**config.mk**
```make
export PLATFORM = sky130hd
export DESIGN_NAME = msrc_crc16
export DESIGN_NICKNAME = d
export VERILOG_FILES = /design/src/rtl/msrc_pkg.sv /design/src/rtl/msrc_crc16.sv
export SDC_FILE = /design/constraint.sdc
export NUM_CORES = 1
export LEC_CHECK = 0
export BUFFER_PORTS_ARGS = -buffer_cell sky130_fd_sc_hd__clkbuf_2
export CAP_MARGIN = 20
export CORE_AREA = 2 2 39 41
export DETAILED_ROUTE_END_ITERATION = 12
export DIE_AREA = 0 0 41 43
export GPL_ROUTABILITY_DRIVEN = 0
export PLACE_DENSITY = 0.63
export SLEW_MARGIN = 0
export SYNTH_ARGS = -nofsm -noshare
export SYNTH_HDL_FRONTEND = slang
export SYNTH_SLANG_ARGS = --single-unit
```
**constraint.sdc**
```tcl
create_clock -name vclk -period 2.6
set_clock_uncertainty 0.05 [all_clocks]
set_input_delay 0.13 -clock vclk [all_inputs]
set_output_delay 0.13 -clock vclk [all_outputs]
set_load 0.005 [all_outputs]
```
**src/rtl/msrc_pkg.sv**
```systemverilog
// ----------------------------------------------------------------------------
// msrc_pkg
// Types and constants shared by the sensor response checker and its channels.
// ----------------------------------------------------------------------------
package msrc_pkg;

  typedef enum logic [1:0] {
    MODE_START = 2'd0,
    MODE_BYTE  = 2'd1,
    MODE_TICK  = 2'd2,
    MODE_NONE  = 2'd3
  } mode_t;

  localparam logic [1:0] STATUS_OK       = 2'd0;
  localparam logic [1:0] STATUS_MISMATCH = 2'd1;
  localparam logic [1:0] STATUS_TIMEOUT  = 2'd2;

  localparam logic [1:0] REG_EXP_ADDR = 2'd0;
  localparam logic [1:0] REG_EXP_FUNC = 2'd1;
  localparam logic [1:0] REG_TIMEOUT  = 2'd2;

  localparam logic [7:0]  RST_EXP_ADDR = 8'h60;
  localparam logic [7:0]  RST_EXP_FUNC = 8'h03;
  localparam logic [5:0]  RST_TIMEOUT  = 6'd25;
  localparam logic [5:0]  TICK_MAX     = 6'd63;

  localparam logic [15:0] CRC_INIT = 16'hFFFF;
  localparam logic [15:0] CRC_POLY = 16'hA001;

  typedef struct packed {
    logic [1:0] mode;
    logic [7:0] data_byte;
  } in_item_t;

  typedef struct packed {
    logic [1:0]         status;
    logic signed [15:0] temperature;
    logic [15:0]        moisture;
    logic [15:0]        conductivity;
  } out_item_t;

  typedef struct packed {
    logic [1:0] addr;
    logic [7:0] wdata;
  } cfg_wr_t;

endpackage

```
**src/rtl/msrc_crc16.sv**
```systemverilog
// ----------------------------------------------------------------------------
// msrc_crc16
// One-byte update of CRC-16/Modbus (reflected, polynomial 0xA001).
// ----------------------------------------------------------------------------
module msrc_crc16 (
  input  logic [15:0] crc_in,
  input  logic [7:0]  byte_in,
  output logic [15:0] crc_out
);
  import msrc_pkg::*;

  always_comb begin
    logic [15:0] c;
    c = crc_in ^ {8'h00, byte_in};
    for (int k = 0; k < 8; k++) begin
      if (c[0]) begin
        c = (c >> 1) ^ CRC_POLY;
      end else begin
        c = c >> 1;
      end
    end
    crc_out = c;
  end

endmodule

```
Yosys cells after proc, flatten, opt, wreduce, memory -nomap -nowiden

Index checks and enable logic that the tools add are counted.

Word-level logic and storage cells: 17
Input bits: 24
Register bits: 0

Muxes and demuxes: 8
Bitwise logic cells: 9

Operators with widths:

| kind                                   | count |
|---|---|
| 16-bit 2-to-1 mux                      | 8 |
| 2-bit NOT with 3-bit output            | 8 |
| 16-bit by 8-bit XOR with 16-bit output | 1 |

Longest topological paths before layout

Gate-level depths: netlist of run 1.

Word-level depth: 17
Mapped depth: 4

Least setup slack after synthesis of run 1

No wires, ideal clock.

Path kind: input -> output
Start: input byte_in[3]
End: output crc_out[0]
Stages on the path: 4
Arrival time: 1.183 ns
Data required time: 2.420 ns
Path buffers: 0
Setup slack: 1.237 ns
Cell sequence: xor2_1 > xnor2_1 > xnor2_2 > xnor3_1

Word-level cells in the longest chain between the ends: 10

RTL lines:

| item                                     | RTL line         | text |
|---|---|---|
| start: declaration                       | msrc_crc16.sv:7  | `input logic [7:0] byte_in,` |
| 16-bit by 8-bit XOR with 16-bit output * | msrc_crc16.sv:14 | `c = crc_in ^ {8'h00, byte_in};` |
| 16-bit 2-to-1 mux * (2 in a row)         | msrc_crc16.sv:16 | `if (c[0]) begin` |
| 2-bit NOT with 3-bit output (no line)    | --               |  |
| 16-bit 2-to-1 mux * (6 in a row)         | msrc_crc16.sv:16 |  |
| end: declaration                         | msrc_crc16.sv:8  | `output logic [15:0] crc_out` |

Every way passes the cells marked *; elsewhere a longest branch is shown, timed or not.

Worst setup path after layout of run 1

Start: input byte_in[1]
End: output crc_out[0]

Word-level cells in the longest chain between the ends: 10

RTL lines:

| item                                     | RTL line |
|---|---|
| 16-bit by 8-bit XOR with 16-bit output * | msrc_crc16.sv:14 |
| 2-bit NOT with 3-bit output (no line)    | -- |
| 16-bit 2-to-1 mux * (8 in a row)         | msrc_crc16.sv:16 |

Marks and branches as above.

==> results.sh, run 1 <==
export IMPL_status="complete, no violations"
export IMPL_cts_setup_buffers=0
export IMPL_start_kind="primary input"
export IMPL_area_delta_synth_final_pct=46.7
export IMPL_nFlopsAndLatches=0
export IMPL_setup_slack_ns=1.03
export IMPL_path_class="primary input to output pin"
export IMPL_drt_initial_drc_count=0
export IMPL_fmax_mhz=639
export IMPL_start_util_pct=20.5
export IMPL_drive_above_1_share_pct=61.1
export IMPL_grt_pass1_vias=255
export IMPL_tns_ns=0
export IMPL_dr_pass1_iters=1
export IMPL_final_hold_viol_count=0
export IMPL_synth_area_leaders="xnor2_1 43%, xor2_1 19%, xnor2_2 17%, buf_4 13%, xnor3_1 7.9%"
export IMPL_min_to="crc_out[2]"
export IMPL_fin_crit_sh_pct=60.2
export IMPL_synth_common_cells="14 x xnor2_1, 6 x xor2_1, 5 x buf_4, 3 x xnor2_2, 1 x xnor3_1"
export IMPL_cts_resized=0
export IMPL_io_buffers=30
export IMPL_synth_cells=29
export IMPL_swShare_pct=42.5
export IMPL_synth_most_common_cell="xnor2_1"
export IMPL_n_antenna_cell=0
export IMPL_syn_mean_instance_area_um2=9.79
export IMPL_grt_antenna_before_repair=0
export IMPL_slew_headroom_pct=74.8
export IMPL_yosysUniqueCellTypes=5
export IMPL_clkbuf_count=0
export IMPL_viasPerCell=3.70
export IMPL_end_kind="output pin"
export IMPL_die_area_mm2=0.00176
export IMPL_hp_class="primary input to output pin"
export IMPL_drc=0
export IMPL_p_leak_nw=0.218
export IMPL_coreArea_mm2=0.00138
export IMPL_crit_arrival_ns=1.39
export IMPL_path_max_fanout=3
export IMPL_worstHoldPathCells=0
export IMPL_synth_seq_area_share_pct=0
export IMPL_fin_nets=80
export IMPL_p_comb_share_pct=100.0
export IMPL_netlist_area_um2=284
export IMPL_setup_violations=0
export IMPL_worst_ir_drop_vdd_v=0.000148
export IMPL_p_int_uw=120
export IMPL_min_period_ns=1.57
export IMPL_tightest_slew_ns=0.375
export IMPL_rows=14
export IMPL_postRouteAntennaNets=0
export IMPL_synth_warnings=0
export IMPL_power_density_mw_per_mm2=501
export IMPL_critPathSlowestCell="xor2_1"
export IMPL_p_sw_uw=88.6
export IMPL_synth_top_area_share_pct=43.2
export IMPL_cts_hold_buf=0
export IMPL_synth_nets=53
export IMPL_max_cap_viol_count=0
export IMPL_via_count=259
export IMPL_power_frac_clock_pct=0
export IMPL_wl_um=531
export IMPL_slowest_delay_ns=0.33
export IMPL_grt_pass1_wl_um=876
export IMPL_ioPinCount=40
export IMPL_worstPathRequired_ns=2.42
export IMPL_maxSlewViolCount=0
export IMPL_dp_slack_ns=1.00
export IMPL_grt_overflow_total=0
export IMPL_grt_max_degree=4
export IMPL_yosysTopAreaCell="xnor2_1"
export IMPL_seq_area_um2=0
export IMPL_worstHoldStart="crc_in[10]"
export IMPL_power_frac_seq_pct=0
export IMPL_groute_usage_overall_pct=6.51
export IMPL_path_cells="clkbuf_2, xnor2_1, xor2_1, xnor2_1, xnor3_1, clkbuf_2"
export IMPL_wire_per_inst_um=7.59
export IMPL_die_w_um=41
export IMPL_die_y_um=43
export IMPL_rsz0062_at_grt="false"
==> stage by stage <==
stage / power [mW] / util, % / instances / hold WS [ns] / instance area [um2]
after floorplan: 0.135 / - / 29 / 0.270 / 284
after detailed placement: 0.214 / 30.1 / 70 / 0.210 / 417
final: 0.209 / 30.1 / 70 / 0.210 / 417
after global routing: 0.234 / 30.1 / 70 / 0.210 / 417
after CTS: 0.214 / 30.1 / 70 / 0.210 / 417
after global placement: 0.210 / 30.1 / 70 / 0.210 / 417
==> power groups by stage <==
stage | combinational [mW] | sequential, mW | clock, mW
final | 0.209 | 0 | 0
after global routing | 0.234 | 0 | 0
after CTS | 0.214 | 0 | 0
after detailed placement | 0.214 | 0 | 0
after global placement | 0.210 | 0 | 0
after floorplan | 0.135 | 0 | 0
==> worst max-delay path by stage <==
stage / startpoint / endpoint / slack [ns] / depth (start not counted)
finish: byte_in[1] / crc_out[0] / 1.03 / 6
global route: byte_in[1] / crc_out[0] / 0.88 / 6
CTS: byte_in[1] / crc_out[0] / 1.00 / 6
detailed placement: byte_in[1] / crc_out[0] / 1.00 / 6
global placement: byte_in[3] / crc_out[0] / 1.00 / 6
floorplan: byte_in[3] / crc_out[0] / 1.24 / 4
==> critical path: cells and delay by family <==
kind,cells,cell delay [ns]
xor gates and xnor gates,4,1.05
buffers and inverters,2,0.21
==> placed cells by master, fill, tap and decap left out <==
master / Yosys / routed
xnor2_2: 3 / 3
clkbuf_2: 0 / 30
xor2_1: 6 / 6
xnor3_1: 1 / 1
xnor2_1: 14 / 14
==> final cells by class <==
| class | count | area, um2 |
|---|---|---|
| Fill cell | 162 | 967 |
| Multi-Input combinational cell | 24 | 246 |
| Tap cell | 16 | 20.0 |
| Timing Repair Buffer | 30 | 150 |
==> metal layers <==
| layer | track usage [%] | part of all wire [%] | vias up |
|---|---|---|---|
| met5 | 0 | 0 | - |
| met4 | 0 | 0 | 0 |
| met3 | 0.524 | 15 | 0 |
| met2 | 13.8 | 59 | 15 |
| met1 | 6.39 | 25 | 111 |
| li1 | - | - | 133 |
==> cells by family after synthesis <==
logic type,synth area share (%)
buf+inv,13.2
xor+xnor,86.8
No activity file was read; power rests on OpenSTA's default activity.
==> run 2: changes to the inputs <==
- PLACE_DENSITY: 0.63 -> 0.65
- clock period: 2.6 -> 1.4 ns (I/O delays scaled with it)
==> run 2 against run 1 <==
Effect of this change: die area stayed put; combinational power grew 120%; sequential cell count did not move; final area up 25%; sequential share of layout area did not move; global-route usage increased by 0.19 points; core utilization grew 7.6 points; critical path type unchanged.
==> results.sh, run 2 (same netlist as run 1, synthesis figures left out) <==
export IMPL_setup_violations=0
export IMPL_clkbuf_count=0
export IMPL_drive_above_1_share_pct=74.6
export IMPL_ioPinCount=40
export IMPL_viasPerCell=3.65
export IMPL_grt_pass1_wl_um=897
export IMPL_dr_pass1_iters=1
export IMPL_seq_area_um2=0
export IMPL_start_util_pct=20.5
export IMPL_groute_usage_overall_pct=6.71
export IMPL_min_to="crc_out[4]"
export IMPL_min_period_ns=1.31
export IMPL_cts_setup_buffers=0
export IMPL_p_leak_nw=0.285
export IMPL_path_max_fanout=2
export IMPL_nFlopsAndLatches=0
export IMPL_path_cells="clkbuf_2, xor2_2, xnor2_2, xnor2_2, xnor3_1, clkbuf_2"
export IMPL_grt_overflow_total=0
export IMPL_fin_crit_sh_pct=93.5
export IMPL_area_delta_synth_final_pct=83.7
export IMPL_coreArea_mm2=0.00138
export IMPL_worst_ir_drop_vdd_v=0.000256
export IMPL_holdWs_ns=0.0900
export IMPL_worstHoldPathCells=0
export IMPL_final_common_cell="clkbuf_2"
export IMPL_maxSlewViolCount=0
export IMPL_fmax_mhz=764
export IMPL_hp_class="primary input to output pin"
export IMPL_cts_resized=0
export IMPL_postRouteAntennaNets=0
export IMPL_start_kind="primary input"
export IMPL_power_density_mw_per_mm2=886
export IMPL_wl_um=549
export IMPL_p_total_uw=462
export IMPL_drc=0
export IMPL_fin_nets=89
export IMPL_rows=14
export IMPL_critPathSlowestCell="xnor3_1"
export IMPL_tns_ns=0
export IMPL_final_cell_mix="29 x clkbuf_2, 10 x xnor2_1, 9 x buf_4"
export IMPL_status="complete, no violations"
export IMPL_worstHoldStart="crc_in[12]"
export IMPL_grt_max_degree=3
export IMPL_tightest_slew_ns=0.236
export IMPL_drt_initial_drc_count=0
export IMPL_io_buffers=30
export IMPL_rsz0062_at_grt="false"
export IMPL_die_y_um=43
export IMPL_grt_pass1_vias=273
export IMPL_slowest_delay_ns=0.33
export IMPL_final_hold_viol_count=0
export IMPL_slew_headroom_pct=84.2
export IMPL_path_class="primary input to output pin"
export IMPL_cts_hold_buf=0
export IMPL_end_kind="output pin"
export IMPL_die_w_um=41
export IMPL_n_antenna_cell=0
export IMPL_max_cap_viol_count=0
export IMPL_wire_per_inst_um=6.95
export IMPL_die_area_mm2=0.00176
export IMPL_via_count=288
export IMPL_worstPathRequired_ns=1.28
export IMPL_grt_antenna_before_repair=0
export IMPL_crit_arrival_ns=1.19
## run 2: cell count changes in the layout (fill, tap and decap cells not counted), sizes merged
| cell | before | now |
|---|---|---|
| buf | 0 | 10 |
| clkbuf | 30 | 29 |
## run 2: cell type report
| type | instances | area, um2 |
|---|---|---|
| fill | 158 | 862 |
| tap | 16 | 20.0 |
| timing repair buffer | 39 | 218 |
| multi-input combinational | 24 | 284 |
## run 2: worst max-delay path by stage
stage                           from           to  cells after the start
after floorplan           byte_in[3]   crc_out[0]                      4
after global placement    byte_in[3]   crc_out[0]                      6
after detailed placement  byte_in[3]   crc_out[0]                      6
after CTS                 byte_in[3]   crc_out[0]                      6
after global routing       crc_in[1]  crc_out[14]                      7
final                     byte_in[3]   crc_out[0]                      6
## run 2: worst max-delay path: cells and delay by family
kind      cells  cell delay (ns)
xor+xnor      4             0.90
buf+inv       2             0.22
## run 2: power breakdown
part           internal, mW  switching (mW)  leakage, nW
Combinational         0.283           0.179        0.285
Clock                     0               0            0
Sequential                0               0            0
Total                 0.283           0.179        0.285
## run 2: metrics by stage
stage          util (%)  instance area, um2  std cells  setup slack, ns
2_1_floorplan         -                 284         29            0.157
6_report           37.7                 522         79           0.0916
5_1_grt            37.7                 522         79          0.00101
4_1_cts            35.0                 484         79          0.00137
3_5_place_dp       35.0                 484         79          0.00137
3_3_place_gp       35.0                 484         79           0.0327
## run 2: per-layer routing
metal / vias to the layer above / wire, um / track usage [%]
li1: 151 / - / -
met1: 119 / 178 / 7.32
met2: 18 / 307 / 13.4
met3: 0 / 63 / 0
met4: 0 / 0 / 0.667
met5: - / 0 / 0
==> run 3: changes to the inputs <==
- SETUP_SLACK_MARGIN: default -> 0.15
- clock period: 1.4 -> 1.2 ns (I/O delays scaled with it)
==> run 3 against run 2 <==
Effect of this change: the run now ends with negative setup slack left; first-iteration DRC count unchanged; die area unchanged; power increased by 68%; worst setup slack got worse by 0.19 ns; largest cell class unchanged.
==> results.sh, run 3 (same netlist as run 1, synthesis figures left out) <==
export IMPL_status="complete, but fails checks"
export IMPL_failed_checks="negative setup slack"
export IMPL_path_class="primary input to output pin"
export IMPL_worst_ir_drop_vdd_v=0.000418
export IMPL_groute_usage_overall_pct=8.15
export IMPL_placed_cell_area_um2=616
export IMPL_dr_pass1_iters=1
export IMPL_power_frac_seq_pct=0
export IMPL_seq_area_um2=0
export IMPL_path_cells="buf_6, xor2_2, xnor2_2, xnor2_2, xnor3_1, clkbuf_2"
export IMPL_fin_crit_sh_pct=108
export IMPL_p_leak_nw=0.395
export IMPL_rows=14
export IMPL_die_y_um=43
export IMPL_p_int_uw=502
export IMPL_crit_family="XOR/XNOR gates"
export IMPL_grt_overflow_total=0
export IMPL_slowest_delay_ns=0.34
export IMPL_fmax_mhz=773
export IMPL_hpwlAfterDp_um=640
export IMPL_nFlopsAndLatches=0
export IMPL_drt_initial_drc_count=0
export IMPL_final_hold_viol_count=0
export IMPL_path_max_fanout=3
export IMPL_design_area_um2=772
export IMPL_dp_slack_ns=-0.135
export IMPL_die_w_um=41
export IMPL_die_area_mm2=0.00176
export IMPL_worstPathRequired_ns=1.09
export IMPL_end_kind="output pin"
export IMPL_grt_antenna_before_repair=0
export IMPL_tightest_slew_ns=0.227
export IMPL_viasPerCell=3.88
export IMPL_drive_above_1_share_pct=90.3
export IMPL_grt_pass1_wl_um=1060
export IMPL_rsz0062_at_grt="true"
export IMPL_drc=0
export IMPL_fin_nets=98
export IMPL_crit_arrival_ns=1.18
export IMPL_ioPinCount=40
export IMPL_clkbuf_count=0
export IMPL_crit_buf_inv=2
export IMPL_p_comb_share_pct=100.0
export IMPL_postRouteAntennaNets=0
export IMPL_max_cap_viol_count=0
export IMPL_power_density_mw_per_mm2=1010
export IMPL_final_cell_mix="19 x clkbuf_2, 16 x buf_4, 9 x xnor2_2"
export IMPL_p_sw_uw=274
export IMPL_io_buffers=30
export IMPL_coreArea_mm2=0.00138
export IMPL_wire_per_inst_um=9.00
export IMPL_maxSlewViolCount=0
export IMPL_final_common_cell="clkbuf_2"
export IMPL_wl_um=792
export IMPL_crit_top_cell="xnor2_2"
export IMPL_swShare_pct=35.3
export IMPL_cts_hold_buf=0
export IMPL_grt_pass1_vias=296
export IMPL_setup_slack_ns=-0.0935
export IMPL_power_frac_clock_pct=0
export IMPL_tns_ns=-0.170
export IMPL_start_util_pct=20.5
export IMPL_critPathSlowestCell="xnor3_1"
export IMPL_via_count=341
export IMPL_setup_violations=3
export IMPL_slew_headroom_pct=84.8
export IMPL_start_kind="primary input"
export IMPL_area_delta_synth_final_pct=172
export IMPL_n_antenna_cell=0
export IMPL_grt_max_degree=4
export IMPL_hp_class="primary input to output pin"
export IMPL_min_period_ns=1.29
## run 3: cell types whose count changed in the layout (fill, tap and decap cells not counted), sizes merged
cell	delta
clkbuf	-10
buf	+19
## run 3: metrics by stage
stage / utilization, % / hold WS, ns / power [mW] / cells
floorplan: - / 0.130 / 0.344 / 29
global placement: 44.5 / 0.0700 / 0.640 / 83
detailed placement: 44.5 / 0.0700 / 0.647 / 83
CTS: 48.6 / 0.0700 / 0.717 / 86
global route: 55.8 / 0.0700 / 0.847 / 88
finish: 55.8 / 0.0700 / 0.776 / 88
## run 3: power by group through the flow
stage          clock (mW)  sequential [mW]  combinational (mW)
2_1_floorplan           0                0               0.344
3_3_place_gp            0                0               0.640
3_5_place_dp            0                0               0.647
4_1_cts                 0                0               0.717
5_1_grt                 0                0               0.847
6_report                0                0               0.776
## run 3: final timing paths
path / startpoint / end / slack (ns) / depth (start not counted)
setup / recovery: crc_in[3] / crc_out[0] / -0.09 / 6
hold / removal: crc_in[11] / crc_out[3] / 0.07 / 0
## run 3: metal layers
metal / share of wire (%) / GRT usage, % / up-vias
li1: - / - / 168
met1: 23 / 9.06 / 154
met2: 67 / 16.6 / 19
met3: 9.5 / 0 / 0
met4: 0 / 0 / 0
met5: 0 / 0 / -
## run 3: layout make-up
cell class,instances,area [um2]
Tap cell,16,20.0
Timing Repair Buffer,48,344
Fill cell,117,612
Multi-Input combinational cell,24,408
## run 3: timing repair
action,CTS,global route
setup buffers,3,2
setup endpoints to repair,3,5
pin swaps,9,8
gates resized for setup,5,25
